<file path="config.mk">
export PLATFORM = sky130hd
export DESIGN_NAME = vram_access_slot_schedule
export DESIGN_NICKNAME = d
export VERILOG_FILES = /design/src/rtl/core/vas_pkg.sv /design/src/rtl/core/vram_access_slot_schedule.sv
export VERILOG_INCLUDE_DIRS = /design/src /design/src/rtl/core
export SDC_FILE = /design/constraint.sdc
export NUM_CORES = 1
export LEC_CHECK = 0
export ABC_AREA = 1
export BUFFER_PORTS_ARGS = -buffer_cell sky130_fd_sc_hd__buf_2
export CAP_MARGIN = 30
export CORE_UTILIZATION = 49
export DETAILED_ROUTE_END_ITERATION = 6
export MAX_ROUTING_LAYER = met4
export PLACE_DENSITY_LB_ADDON = 0.1
export SLEW_MARGIN = 25
export SYNTH_ARGS = -nofsm -noshare
export SYNTH_HDL_FRONTEND = slang
export SYNTH_SLANG_ARGS = --single-unit
</file>
<file path="constraint.sdc">
create_clock -name clk -period 5.5 [get_ports clk]
set_input_delay 0.55 -clock clk [delete_from_list [all_inputs] [get_ports clk]]
set_output_delay 0.55 -clock clk [all_outputs]
set_load 0.005 [all_outputs]
</file>
<file path="src/rtl/core/assert_macros.svh">
// Assertion macros shared by the RTL.
// Self-contained; define ASSERT_OFF to compile the checks out.
`ifndef ASSERT_MACROS_SVH
`define ASSERT_MACROS_SVH
`ifndef ASSERT_OFF
// Same-cycle implication, disabled during reset
`define AST_IMPL(lbl, clk, rst, ante, cons) \
  lbl: assert property (@(posedge clk) disable iff (rst) (ante) |-> (cons)) \
    else $error("assertion failed: lbl");
// Next-cycle implication, disabled during reset
`define AST_NEXT(lbl, clk, rst, ante, cons) \
  lbl: assert property (@(posedge clk) disable iff (rst) (ante) |=> (cons)) \
    else $error("assertion failed: lbl");
`else
`define AST_IMPL(lbl, clk, rst, ante, cons)
`define AST_NEXT(lbl, clk, rst, ante, cons)
`endif
`endif

</file>
<file path="src/rtl/core/vas_pkg.sv">
// Package for the VRAM access slot schedule decoder.
// Holds activity codes, schedule mode codes, slot constants and the result type.
`default_nettype none
package vas_pkg;

  localparam int unsigned SLOTS_PER_LINE = 171;
  // ceil(2^24 / 171): exact quotient for every 16-bit slot number
  localparam int unsigned RECIP_SHIFT = 24;
  localparam logic [16:0] RECIP = 17'((1 << RECIP_SHIFT) / SLOTS_PER_LINE + 1);

  // Schedule modes
  localparam logic [1:0] MODE_REFRESH = 2'd0;
  localparam logic [1:0] MODE_GRAPHICS = 2'd1;
  localparam logic [1:0] MODE_TEXT = 2'd2;
  localparam logic [1:0] MODE_MULTI = 2'd3;

  // Activity codes
  localparam logic [3:0] ACT_CPU = 4'd0;
  localparam logic [3:0] ACT_REFRESH = 4'd1;
  localparam logic [3:0] ACT_NAME = 4'd2;
  localparam logic [3:0] ACT_COLOUR = 4'd3;
  localparam logic [3:0] ACT_PATTERN = 4'd4;
  localparam logic [3:0] ACT_SCAN_Y = 4'd5;
  localparam logic [3:0] ACT_SEL_Y = 4'd6;
  localparam logic [3:0] ACT_SEL_X = 4'd7;
  localparam logic [3:0] ACT_SEL_NAME = 4'd8;
  localparam logic [3:0] ACT_SEL_COLOUR = 4'd9;
  localparam logic [3:0] ACT_SEL_PATTERN = 4'd10;
  localparam logic [3:0] ACT_UNKNOWN = 4'd11;

  typedef struct packed {
    logic [3:0] act;
    logic [5:0] idx;
    logic       sel;
  } access_t;

endpackage
`default_nettype wire

</file>
<file path="src/rtl/core/vram_access_slot_schedule.sv">
// VRAM access slot schedule decoder: slot number in, owning access out.
// Depends on vas_pkg and assert_macros.svh.
// One slot accepted every cycle (busy stays low); start->valid_a->valid_b->done.
// Stage 1 multiplies by the reciprocal of 171, stage 2 forms the remainder,
// stage 3 decodes the schedule. Results are strobed and cannot be stalled.
// Synchronous reset clears the pipeline valid bits and sets the refresh schedule.
`default_nettype none
`include "assert_macros.svh"
module vram_access_slot_schedule
  import vas_pkg::*;
(
  input  wire logic        clk,
  input  wire logic        rst,
  input  wire logic        start,
  output logic             busy,
  input  wire logic [15:0] slot_number,
  input  wire logic        cfg_valid,
  output logic             cfg_ready,
  input  wire logic [1:0]  cfg_data,
  output logic             done,
  output logic [3:0]       activity,
  output logic [5:0]       fetch_index,
  output logic             byte_select,
  output logic             cpu_slot
);

  // One selected sprite: y, x, name, colour, pattern 0, pattern 1
  function automatic access_t sprite_step(input logic [2:0] step, input logic [5:0] spr);
    access_t a;
    a.idx = spr;
    a.sel = 1'b0;
    case (step)
      3'd0:    a.act = ACT_SEL_Y;
      3'd1:    a.act = ACT_SEL_X;
      3'd2:    a.act = ACT_SEL_NAME;
      3'd3:    a.act = ACT_SEL_COLOUR;
      3'd4:    a.act = ACT_SEL_PATTERN;
      default: begin
        a.act = ACT_SEL_PATTERN;
        a.sel = 1'b1;
      end
    endcase
    return a;
  endfunction

  localparam logic [7:0] SLOTS = 8'(SLOTS_PER_LINE);

  logic [1:0]  schedule_mode;

  // stage 1 registers
  logic        valid_a;
  logic [15:0] slot_a;
  logic [1:0]  mode_a;
  logic [8:0]  quot_a;
  // stage 2 registers
  logic        valid_b;
  logic [7:0]  rem_b;
  logic [1:0]  mode_b;

  logic [32:0] prod;
  logic [16:0] quot_x_slots;
  logic [15:0] rem_full;
  access_t     result_next;

  assign busy = 1'b0;
  assign cfg_ready = 1'b1;

  // Mode register
  always_ff @(posedge clk) begin
    if (rst) begin
      schedule_mode <= MODE_REFRESH;
    end else if (cfg_valid && cfg_ready) begin
      schedule_mode <= cfg_data;
    end
  end

  // Stage 1: quotient by reciprocal multiply
  assign prod = 33'(slot_number) * 33'(RECIP);

  always_ff @(posedge clk) begin
    if (rst) begin
      valid_a <= 1'b0;
    end else begin
      valid_a <= start && !busy;
    end
    slot_a <= slot_number;
    mode_a <= schedule_mode;
    quot_a <= prod[RECIP_SHIFT +: 9];
  end

  // Stage 2: remainder
  assign quot_x_slots = 17'(quot_a) * 17'(SLOTS);
  assign rem_full = slot_a - quot_x_slots[15:0];

  always_ff @(posedge clk) begin
    if (rst) begin
      valid_b <= 1'b0;
    end else begin
      valid_b <= valid_a;
    end
    rem_b <= rem_full[7:0];
    mode_b <= mode_a;
  end

  // Stage 3: schedule decode
  always_comb begin
    logic [7:0]  s;
    logic [7:0]  g;
    logic [4:0]  gc;
    logic [5:0]  gc3;
    logic [7:0]  spd;
    logic [7:0]  tt;
    logic [12:0] tprod;
    logic [5:0]  tc;
    logic [6:0]  tr;
    access_t     gr;
    access_t     rf;
    access_t     tx;

    s = rem_b;

    // refresh schedule
    if (s <= 8'd26 || (s >= 8'd28 && s <= 8'd152 && !s[0]) || s >= 8'd154) begin
      rf = '{act: ACT_CPU, idx: 6'd0, sel: 1'b0};
    end else begin
      rf = '{act: ACT_REFRESH, idx: 6'd0, sel: 1'b0};
    end

    // graphics schedule
    g = s - 8'd27;
    gc = g[6:2];
    gc3 = {1'b0, gc} + 6'd3;
    spd = s - 8'd157;
    if (s <= 8'd4 || (s >= 8'd15 && s <= 8'd18) || s == 8'd155 || s == 8'd156) begin
      gr = '{act: ACT_CPU, idx: 6'd0, sel: 1'b0};
    end else if (s >= 8'd5 && s <= 8'd8) begin
      // finishing sprite 2 begun at the end of the previous line
      gr = sprite_step(3'(s - 8'd3), 6'd2);
    end else if (s >= 8'd9 && s <= 8'd14) begin
      gr = sprite_step(3'(s - 8'd9), 6'd3);
    end else if (s >= 8'd19 && s <= 8'd26) begin
      gr = '{act: ACT_SCAN_Y, idx: 6'(s - 8'd19), sel: 1'b0};
    end else if (s >= 8'd27 && s <= 8'd154) begin
      case (g[1:0])
        2'd0: gr = '{act: ACT_NAME, idx: {1'b0, gc}, sel: 1'b0};
        2'd1: begin
          // every fourth column hands its scan slot to the CPU
          if (gc[1:0] == 2'd0) begin
            gr = '{act: ACT_CPU, idx: 6'd0, sel: 1'b0};
          end else begin
            gr = '{act: ACT_SCAN_Y, idx: 6'd8 + {1'b0, gc} - (gc3 >> 2), sel: 1'b0};
          end
        end
        2'd2: gr = '{act: ACT_COLOUR, idx: {1'b0, gc}, sel: 1'b0};
        default: gr = '{act: ACT_PATTERN, idx: {1'b0, gc}, sel: 1'b0};
      endcase
    end else if (s >= 8'd157 && s <= 8'd168) begin
      if (spd < 8'd6) begin
        gr = sprite_step(spd[2:0], 6'd0);
      end else begin
        gr = sprite_step(3'(spd - 8'd6), 6'd1);
      end
    end else if (s == 8'd169 || s == 8'd170) begin
      gr = sprite_step(3'(s - 8'd169), 6'd2);
    end else begin
      gr = '{act: ACT_UNKNOWN, idx: 6'd0, sel: 1'b0};
    end

    // text schedule: divide by three via multiply by 43/128
    tt = s - 8'd30;
    tprod = 13'(tt[6:0]) * 13'd43;
    tc = tprod[12:7];
    tr = tt[6:0] - ({1'b0, tc} + {tc, 1'b0});
    if (s <= 8'd29 || s >= 8'd150) begin
      tx = '{act: ACT_CPU, idx: 6'd0, sel: 1'b0};
    end else begin
      case (tr[1:0])
        2'd0:    tx = '{act: ACT_NAME, idx: tc, sel: 1'b0};
        2'd2:    tx = '{act: ACT_PATTERN, idx: tc, sel: 1'b0};
        default: tx = '{act: ACT_CPU, idx: 6'd0, sel: 1'b0};
      endcase
    end

    unique case (mode_b)
      MODE_REFRESH:  result_next = rf;
      MODE_GRAPHICS: result_next = gr;
      MODE_TEXT:     result_next = tx;
      default: begin
        // multicolour: colour fetches go to the CPU
        if (gr.act == ACT_COLOUR) begin
          result_next = '{act: ACT_CPU, idx: 6'd0, sel: 1'b0};
        end else begin
          result_next = gr;
        end
      end
    endcase
  end

  // Output register
  always_ff @(posedge clk) begin
    if (rst) begin
      done <= 1'b0;
    end else begin
      done <= valid_b;
    end
    activity <= result_next.act;
    fetch_index <= result_next.idx;
    byte_select <= result_next.sel;
    cpu_slot <= (result_next.act == ACT_CPU);
  end

  // Checks
  `AST_NEXT(a_latency, clk, rst, start && !busy, valid_a ##1 valid_b ##1 done)
  `AST_IMPL(a_rem_range, clk, rst, valid_b, rem_b < SLOTS)
  `AST_IMPL(a_cpu_flag, clk, rst, done, cpu_slot == (activity == ACT_CPU))
  `AST_IMPL(a_sel_pattern, clk, rst, done && byte_select, activity == ACT_SEL_PATTERN)

endmodule
`default_nettype wire

</file>
# ---- Yosys cells after proc, flatten, opt, wreduce, memory -nomap -nowiden
# Index checks and enable logic that the tools add are counted.
# W data, S select, Z words.
dict set report op_classes {
  addsub 14
  eq_ne 30
  reduce_logical 31
  n_lt_le_gt_ge 19
  muxes 25
  n_mul 3
}
# op n
set ops {}
lappend ops {{$mux W11} 9}
lappend ops {{$pmux W4 S4} 5}
lappend ops {{$mul A16 B17 Y33 const B} 1}
lappend ops {{$pmux W11 S3} 1}
lappend ops {{$eq A8 B8 Y1 const B} 4}
lappend ops {{$eq A3 B2 Y1 const B} 10}
lappend ops {{$pmux W10 S3} 1}
lappend ops {{$reduce_or A5 Y1} 5}
lappend ops {{$ge A8 B5 Y1 const B} 3}
lappend ops {{$ge A8 B8 Y1 const B} 3}
lappend ops {{$le A8 B5 Y1 const B} 3}
lappend ops {{$le A8 B8 Y1 const B} 3}
lappend ops {{$mux W10} 2}
lappend ops {{$pmux W10 S2} 1}
lappend ops {{$ge A8 B4 Y1 const B} 2}
lappend ops {{$le A8 B4 Y1 const B} 2}
lappend ops {{$eq A3 B1 Y1 const B} 5}
lappend ops {{$eq A3 B3 Y1 const B} 5}
lappend ops {{$logic_not A3 Y1} 5}
lappend ops {{$sub A7 B5 Y7 const B} 2}
lappend ops {{$mul A7 B6 Y13 const B} 1}
lappend ops {{$mul A9 B8 Y8 const B} 1}
lappend ops {{$ge A8 B3 Y1 const B} 1}
lappend ops {{$le A8 B3 Y1 const B} 1}
lappend ops {{other kinds (22)} 46}
dict set report word_totals {
  in_bits 22
  ff_bits 46
  elab_cells 135
}

# ---- Longest topological paths before layout
# Gate-level depths: netlist of the first run.
dict set report logic_depth {
  depth_word 16
  ltp_mapped 34
  depth_no_buf 33
}

# ---- Worst setup path before layout of the first run
# Ideal clock, no wire load.
dict set report synth_path {
  path_type {input to register}
  start {in slot_number[4]}
  end {reg quot_a[5]}
  arrival_time_ns 5.000
  setup_slack_ns 0.373
  path_stages 20
  setup_time_ns 0.127
  path_cell_list {fa_1 inv_1 fa_1 inv_1 ha_1 inv_1 fa_1 inv_1 fa_1 fa_1 ha_1 a21oi_1 o21ai_0 a21oi_1 o21ai_0 nand2_1 nand3_1 a21oi_1 o21ai_0 xor2_1}
}
dict set report synth_via {
  elab_chain_cells 1
}
# item line_no
set synth_lines {}
lappend synth_lines {{start: declaration} vram_access_slot_schedule.sv:16} ;# input wire logic [15:0] slot_number,
lappend synth_lines {{$mul A16 B17 Y33} vram_access_slot_schedule.sv:78} ;# assign prod = 33'(slot_number) * 33'(RECIP);
lappend synth_lines {{via prod[29]} vram_access_slot_schedule.sv:60} ;# logic [32:0] prod;
lappend synth_lines {{end signal: assignment} vram_access_slot_schedule.sv:88} ;# quot_a <= prod[RECIP_SHIFT +: 9];
lappend synth_lines {{end: declaration} vram_access_slot_schedule.sv:54} ;# logic [8:0] quot_a;
# The timed path passes the listed nets, and every way through them passes these cells.
# A chain may end at the register's enable or synchronous reset.

# ---- Worst setup path after layout of the first run
# Same ends and word-level chain as after synthesis.

==> results of run 1 <==
routing by layer:
metal	wire length, um	up-vias	global-route usage [%]
met5	0	-	-
met4	698	0	8.70
met3	468	39	1.94
met2	11200	127	47.9
met1	8330	3338	25.1
li1	-	3605	-
Yosys cell counts (4+ instances only):
library cell    n  area (um2)
buf_4           8        60.1
nor2_1         63         236
a21oi_1        42         210
fa_1           98        1960
nand2_1       177         664
inv_2           6        22.5
nor3_1          9        45.0
xor2_1         21         184
nand2_2        10        62.6
nor2_2          5        31.3
a31oi_1         5        31.3
inv_1         248         931
dfxtp_1        45         901
o211ai_1        8        60.1
nand4_1        14        87.6
xnor2_1        16         140
o21ai_0        25         125
o21ai_2         4        35.0
nand3_1        67         335
ha_1          182        2280
sequential cells by signal (all words and copies together) (netlist names):
register and cells:
quot_a 8, rem_b 8, slot_a 8, fetch_index 6
activity 4, mode_a 2, mode_b 2, schedule_mode 2
byte_select 1, cpu_slot 1, done 1, valid_a 1
valid_b 1
final timing paths:
path                            slack, ns            from        end  cells after the start
worst max-delay path                 0.31  slot_number[4]  quot_a[5]                     19
worst min-delay path                 0.32       mode_a[1]  mode_b[1]                      0
worst max register to register       0.42        rem_b[1]   cpu_slot                     30
worst min register to register       0.32       mode_a[1]  mode_b[1]                      0
through the flow:
step                hold WS [ns]  cells  instance area, um2  worst slack (ns)
floorplan                  0.310   1102                8810             0.373
global placement           0.311   1387                9460            0.0669
detailed placement         0.312   1387                9460          -0.00480
CTS                        0.324   1395                9600             0.251
global route               0.346   1396                9630          0.000225
finish                     0.325   1396                9630             0.313
area by class of cell:
class                           instances  area share [%]
Multi-Input combinational cell        788            71.4
Timing Repair Buffer                   72            4.73
Sequential cell                        45            9.35
Clock buffer                            6            1.34
Inverter                              257            10.1
Clock inverter                          2           0.156
Tap cell                              225            2.92
Antenna cell                            1          0.0260
kinds of logic (layout without fill, tap and decap cells):
logic type,count (synthesis),count (layout),share of synthesized area [%]
flops,45,45,10.2
compound gates,105,105,7.17
xor+xnor,38,38,3.86
simple gates,363,363,18.5
fa+ha+maj,280,280,48.1
buf+inv,269,337,12.0
other cells,2,3,0.0852
worst register-to-register path: cells and delay by family, from the launching register on:
kind / cells / cell delay (ns)
buffers and inverters: 8 / 0.58
AND/OR/NAND/NOR: 15 / 1.70
adder cells (fa/ha/maj): 6 / 2.17
XOR/XNOR: 1 / 0.20
flip-flops: 1 / 0.34
==> impl_metrics.csv, run 1 <==
group,metric,value,unit
critical_path,critPathMaxFanout,4,
floorplan,initial_core_util,50.6,%
critical_path,crit_type,"input port to flip-flop",
clock_tree,cts_max_level,2,
cells_and_area,final-seq-area,901,um2
floorplan,fp.dieW,136,um
placed_design,numPortBuffers,34,
sta,finalCritPeriodShare,94.3,%
synth,synth_async_sr_flop_share,0,%
detailed_routing,vias,7109,
detailed_routing,wl_per_cell,14.8,um
synth,ys_seq_area_share,10.2,%
sta,tightest_slew,0.533,ns
critical_path,worstPathArrival,5.42,ns
clock_tree,clock_latency,0.30,ns
min_path,hp-class,"flip-flop to flip-flop",
detailed_routing,wl,20700,um
detailed_routing,ant_nets,0,
cells_and_area,area_delta_synth_final,9.33,%
floorplan,die-area,18500,um2
sta,final_max_slew_viol_count,0,
synth,syn_area,8810,um2
cells_and_area,post-route-util,55.3,%
sta,timing_hold_violations_final,0,
sta,finClkSkew,0.00578,ns
cells_and_area,n_fill_cell,1721,
placed_design,place.detailed.hpwl,18400,um
sta,rsz0062_at_grt,"false",
critical_path,endpoint_kind,"flip-flop",
global_route,antenna_found_initial,1,
detailed_routing,first_iter_violations,358,
synth,yosys_warnings,0,
critical_path,crit_buf_inv,5,
clock_tree,cts_tree,"built",
clock_tree,cts_buffers,5,
clock_tree,postCtsSetupRepairBufs,0,
global_route,grt_max_degree,18,
synth,synth_seq_cells,45,
sta,fin_crit,5.19,ns
sta,setup_viol,0,
synth,synth_edf_count,0,
synth,syn-num-nets,1404,
cells_and_area,nets,1471,
clock_tree,cts_resized,0,
critical_path,cp_cell_sequence,"buf_2, fa_1, inv_1, fa_1, inv_1, fa_1, fa_1, inv_1, fa_1, fa_1, inv_1, ha_1, nand2_1, nor3_1, nand3_1, nand3_1, a21oi_1, o21ai_0, xor2_1",
clock_tree,cts_buffer_depth,2,
cells_and_area,drive_gt1_share,10.8,%
flow_run,maxCapViolations,0,
synth,syn_inst,1102,
placed_design,place_congestion,0.921,
synth,synth.distinct_cells,49,
floorplan,rows,48,
detailed_routing,dr.pass1.iters,5,
cells_and_area,layout_common_cells,"248 x inv_1, 181 x ha_1, 177 x nand2_1",
sta,tns,0,ns
detailed_routing,vias_per_cell,5.09,
global_route,grt_pass1_vias,7277,
cells_and_area,final_common_cell,"inv_1",
critical_path,critPathMostFrequentCell,"fa_1",
global_route,grt_use_total,24.4,%
critical_path,critPathRequiredTime,5.73,ns
detailed_routing,drc_errors,0,
floorplan,die_y,136,um
global_route,gr-total-overflow,0,
global_route,grt_pass1_wl,33800,um
critical_path,critPathMaxStageDelay,0.55,ns
critical_path,crit_path_top_delay_cell,"fa_1",
synth,syn_area_per_cell,7.99,um2
clock_tree,cts_hold_buffers,0,
critical_path,critPathLaunchType,"input port",
synth,synthFlopType,"dfxtp_1",
outcome,outcome,"finished clean",
clock_tree,clock_sinks,45,
sta,relSlewSlack,64.1,%
sta,fmax,193,MHz
floorplan,io_pins,37,
clock_tree,path_clk_slew,0.06,ns
floorplan,core,17400,um2
clock_tree,clockRootBuffer,"clkbuf_16",
critical_path,cp_top_family,"adder cells",
cells_and_area,multi_input_area,6870,um2
Power of run 1 is not shown: default switching activity piles up to over one toggle a cycle in this logic, so the estimate is an artifact.
==> run 2: changes to the inputs <==
==> constraint.sdc (replaced) <==
create_clock -name clk -period 4.65 [get_ports clk]
set_input_delay 0.2325 -clock clk [delete_from_list [all_inputs] [get_ports clk]]
set_output_delay 0.2325 -clock clk [all_outputs]
set_load 0.005 [all_outputs]
==> impl_metrics.csv, run 2 (same netlist as run 1, synthesis figures left out) <==
group,metric,value,unit
floorplan,io_pins,37,
clock_tree,cts_max_level,2,
clock_tree,path_clk_slew,0.07,ns
critical_path,endpoint_kind,"flip-flop",
sta,rsz0062_at_grt,"true",
sta,final_max_slew_viol_count,0,
floorplan,die_y,136,um
detailed_routing,wl,20800,um
cells_and_area,area_delta_synth_final,19.4,%
floorplan,core,17400,um2
detailed_routing,dr.pass1.iters,4,
cells_and_area,final_common_cell,"inv_1",
sta,finClkSkew,0.00374,ns
critical_path,setup.worst_path.start,"rem_b[1]",
cells_and_area,reg.largest.list,"quot_a: 8 flops, rem_b: 8 flops, slot_a: 8 flops",
critical_path,r2r_cells,28,
clock_tree,cts_hold_buffers,0,
placed_design,numPortBuffers,34,
cells_and_area,layout_common_cells,"232 x inv_1, 167 x ha_1, 164 x nand2_1",
detailed_routing,drc_errors,0,
global_route,grt_max_degree,17,
critical_path,crit_end,"cpu_slot",
placed_design,placed_cells,1447,
cells_and_area,final_cells,1456,
critical_path,worstPathArrival,4.76,ns
global_route,antenna_found_initial,0,
detailed_routing,vias,7277,
outcome,outcome,"finished clean",
flow_run,maxCapViolations,0,
placed_design,place_congestion,0.927,
critical_path,crit_type,"flip-flop to flip-flop",
min_path,hold_depth,3,
cells_and_area,nets,1532,
critical_path,crit_path_top_delay_cell,"fa_1",
sta,fin_crit,4.57,ns
critical_path,worstReg2RegStart,"rem_b[1]",
clock_tree,clockRootBuffer,"clkbuf_16",
floorplan,fp.dieW,136,um
clock_tree,cts_tree,"built",
detailed_routing,wl_per_cell,14.3,um
critical_path,cp_top_family,"adder cells",
critical_path,ff2ff_setup_slack,0.08,ns
floorplan,rows,48,
critical_path,critPathMaxFanout,3,
placed_design,place.detailed.hpwl,18300,um
critical_path,crit_buf_inv,7,
critical_path,critPathMostFrequentCell,"inv_2",
critical_path,critPathRequiredTime,4.84,ns
clock_tree,clock_latency,0.29,ns
cells_and_area,diodes,0,
global_route,grt_pass1_vias,7357,
detailed_routing,first_iter_violations,363,
min_path,hp-class,"input port to flip-flop",
detailed_routing,ant_nets,0,
critical_path,r2r-end,"cpu_slot",
critical_path,cp.depth,28,
critical_path,critPathLaunchType,"flip-flop",
global_route,grt_pass1_wl,34100,um
sta,relSlewSlack,61.1,%
sta,setup_viol,0,
sta,fmax,219,MHz
cells_and_area,post-route-util,60.4,%
clock_tree,cts_buffer_depth,2,
floorplan,die-area,18500,um2
clock_tree,cts_buffers,5,
floorplan,initial_core_util,50.6,%
global_route,grt_use_total,24.4,%
clock_tree,clock_sinks,45,
cells_and_area,n_fill_cell,1623,
global_route,gr-total-overflow,0,
sta,timing_hold_violations_final,0,
sta,finalCritPeriodShare,98.2,%
sta,whs,0.150,ns
detailed_routing,vias_per_cell,5.00,
sta,tightest_slew,0.577,ns
critical_path,critPathMaxStageDelay,0.55,ns
cells_and_area,drive_gt1_share,21.4,%
run 2: changes by cell type in the layout (fill, tap and decap cells not counted), moves of 6 or more:
cell	previous run	this run
buf_4	38	97
buf_6	0	6
fa_1	98	90
fa_2	0	8
ha_1	181	167
ha_4	0	15
inv_1	248	232
inv_2	6	20
nand2_1	177	164
nand2_2	10	23
nand3_1	66	57
nand3_2	4	13
run 2: worst reg2reg max path: cells and delay by family (launching register included):
family,cells,cell delay (ns)
adders and majority gates,6,2.06
DFF,1,0.37
AOI/OAI and AO/OA,1,0.16
xor gates and xnor gates,1,0.15
and+or+nand+nor,13,1.34
buffers and inverters,7,0.40
run 2: what timing repair did:
action | in CTS | in global routing
pin swaps | 3 | 60
buffers inserted | 0 | 1
gates resized for setup | 2 | 78
endpoints found under the setup margin | 4 | 17
run 2: worst min-delay path by stage:
stage / start / endpoint
2_1_floorplan: slot_number[0] / slot_a[0]
3_3_place_gp: mode_a[0] / mode_b[0]
3_5_place_dp: mode_a[0] / mode_b[0]
4_1_cts: start / valid_a
5_1_grt: rst / valid_b
6_report: start / valid_a
run 2: per-layer routing:
layer	share of wire [%]	global-route usage [%]
met1	42	26.9
met2	52	45.3
met3	2.4	2.27
met4	3.6	9.07
met5	0	-
run 2: stage by stage:
| step | TNS (ns) | worst slack (ns) | cell area, um2 |
|---|---|---|---|
| after floorplan | -0.00194 | -0.00194 | 8900 |
| after global placement | -1.68 | -0.262 | 10000 |
| after detailed placement | -2.21 | -0.332 | 10000 |
| after CTS | 0 | 0.000965 | 10200 |
| after global routing | -0.993 | -0.172 | 10500 |
| final | 0 | 0.0824 | 10500 |
run 2: cell type report:
type	count	area (um2)	share of cell area (%)
Timing Repair Buffer	133	946	8.99
Tap cell	225	282	2.68
Clock buffer	6	150	1.43
Inverter	257	980	9.31
Clock inverter	2	20.0	0.190
Sequential cell	45	911	8.66
Multi-Input combinational cell	788	7230	68.7
Power of run 2 is left out for the same reason.
==> run 3: changes to the inputs <==
- BUFFER_PORTS_ARGS: -buffer_cell sky130_fd_sc_hd__buf_2 -> -buffer_cell sky130_fd_sc_hd__buf_4
- CORE_MARGIN: default -> 1
- CORE_UTILIZATION: 49 -> 59
==> impl_metrics.csv, run 3 (same netlist as run 1, synthesis figures left out) <==
group,metric,value,unit
outcome,outcome,"finished clean",
flow_run,maxCapViolations,0,
clock_tree,cts_tree,"built",
sta,timing_hold_violations_final,0,
min_path,hp-start,"rst",
global_route,grt_pass1_vias,7346,
critical_path,cp_top_family,"adder cells",
detailed_routing,first_iter_violations,363,
detailed_routing,dr.pass1.iters,6,
critical_path,critPathRequiredTime,4.83,ns
global_route,met1_usage,31.5,%
critical_path,critPathMaxStageDelay,0.59,ns
sta,finalCritPeriodShare,100,%
sta,finClkSkew,0.00347,ns
min_path,hp-class,"input port to flip-flop",
placed_design,numPortBuffers,34,
floorplan,die_y,124,um
floorplan,core,14500,um2
sta,fmax,215,MHz
sta,relSlewSlack,60.4,%
cells_and_area,final_common_cell,"inv_1",
critical_path,worstPathArrival,4.83,ns
floorplan,die-area,15400,um2
sta,final_max_slew_viol_count,0,
critical_path,crit_path_top_delay_cell,"fa_2",
cells_and_area,drive_gt1_share,20.9,%
sta,tns,0,ns
clock_tree,clock_latency,0.29,ns
floorplan,io_pins,37,
floorplan,initial_core_util,60.6,%
critical_path,crit_buf_inv,5,
floorplan,fp.dieW,124,um
cells_and_area,diodes,0,
critical_path,critPathMostFrequentCell,"fa_2",
detailed_routing,ant_nets,0,
global_route,busiest_layer,"met2",
placed_design,place_congestion,0.993,
critical_path,worstReg2RegStart,"rem_b[4]",
sta,setup_viol,0,
detailed_routing,vias_per_cell,5.28,
cells_and_area,nets,1539,
critical_path,cp_cell_sequence,"buf_8, fa_2, inv_4, fa_2, inv_2, fa_1, fa_2, inv_2, fa_2, fa_1, inv_2, ha_4, a21oi_2, o21ai_1, a21oi_1, nand3_2, a21oi_4, o21ai_2, xor2_1",
global_route,antenna_found_initial,0,
critical_path,crit_type,"input port to flip-flop",
critical_path,critPathMaxFanout,4,
critical_path,setup.worst_path.start,"slot_number[6]",
cells_and_area,post-route-util,72.4,%
placed_design,place.detailed.hpwl,18000,um
global_route,grt_use_total,29.4,%
sta,fin_crit,4.65,ns
clock_tree,cts_max_level,2,
clock_tree,cts_buffer_depth,2,
cells_and_area,reg.largest.list,"quot_a: 8 flops, rem_b: 8 flops, slot_a: 8 flops",
floorplan,rows,44,
cells_and_area,n_fill_cell,1207,
global_route,met2_usage,55.2,%
detailed_routing,vias,7507,
sta,tightest_slew,0.588,ns
clock_tree,clockRootBuffer,"clkbuf_16",
clock_tree,cts_hold_buffers,0,
critical_path,r2r_cells,31,
cells_and_area,multi_input_area,7170,um2
global_route,use_met3,2.15,%
detailed_routing,wl,20900,um
min_path,hold_depth,2,
detailed_routing,wl_per_cell,14.7,um
clock_tree,clock_sinks,45,
sta,rsz0062_at_grt,"true",
cells_and_area,area_delta_synth_final,19.5,%
cells_and_area,final-seq-area,910,um2
global_route,grt_pass1_wl,33500,um
global_route,gr-total-overflow,0,
critical_path,endpoint_kind,"flip-flop",
global_route,grt_max_degree,18,
detailed_routing,drc_errors,0,
critical_path,critPathLaunchType,"input port",
critical_path,cp.depth,19,
cells_and_area,layout_common_cells,"230 x inv_1, 169 x ha_1, 167 x nand2_1",
clock_tree,cts_buffers,5,
clock_tree,path_clk_slew,0.07,ns
## run 3: cell types whose count changed in the layout (fill, tap and decap cells not counted), moves of 3 or more
| cell | before | now |
|---|---|---|
| buf_4 | 97 | 134 |
| a21oi_2 | 4 | 1 |
| nand3_1 | 57 | 62 |
| buf_2 | 30 | 0 |
| nand2_1 | 164 | 167 |
| nand2_2 | 23 | 20 |
| nand3_2 | 13 | 7 |
## run 3: path summary, 6_finish.rpt
check / to / slack [ns]
worst min-delay path: schedule_mode[1] / 0.13
worst max register to register: cpu_slot / 0.08
worst max-delay path: quot_a[7] / 0.0003
worst min register to register: mode_b[0] / 0.33
## run 3: per-layer routing
| layer | up-vias | share of wire [%] |
|---|---|---|
| li1 | 3750 | - |
| met1 | 3504 | 40 |
| met5 | - | 0 |
| met2 | 197 | 53 |
| met3 | 56 | 3.2 |
| met4 | 0 | 4.8 |
## run 3: worst reg2reg max path: cells and delay by family (launching register included)
family / cells / cell delay, ns
xor+xnor: 1 / 0.15
fa+ha+maj: 6 / 2.00
flops: 1 / 0.36
buf+inv: 8 / 0.39
simple gates: 16 / 1.54
## run 3: through the flow
step	std cells	area [um2]	hold WS (ns)	setup slack [ns]
2_1_floorplan	1102	8900	0.260	-0.00194
3_3_place_gp	1403	10000	0.310	-0.280
3_5_place_dp	1403	10000	0.314	-0.363
4_1_cts	1413	10200	0.127	0.00129
5_1_grt	1422	10500	0.135	-0.173
6_report	1422	10500	0.130	0.000295
## run 3: final cells by class
cell class / instances / share of cell area, %
inverters: 257 / 9.33
flip-flops and latches: 45 / 8.64
clock inverters: 3 / 0.273
multi-input cells: 788 / 68.1
clock buffers: 5 / 1.19
well taps: 184 / 2.19
repair buffers: 140 / 10.3
## run 3: timing repair
| action | in CTS | in global routing |
|---|---|---|
| buffers inserted | 2 | 9 |
| setup endpoints to repair | 11 | 17 |
| endpoints found under the hold margin | 0 | 0 |
| pin swaps | 16 | 62 |
| gates resized for setup | 12 | 60 |
Power of run 3 is left out for the same reason.
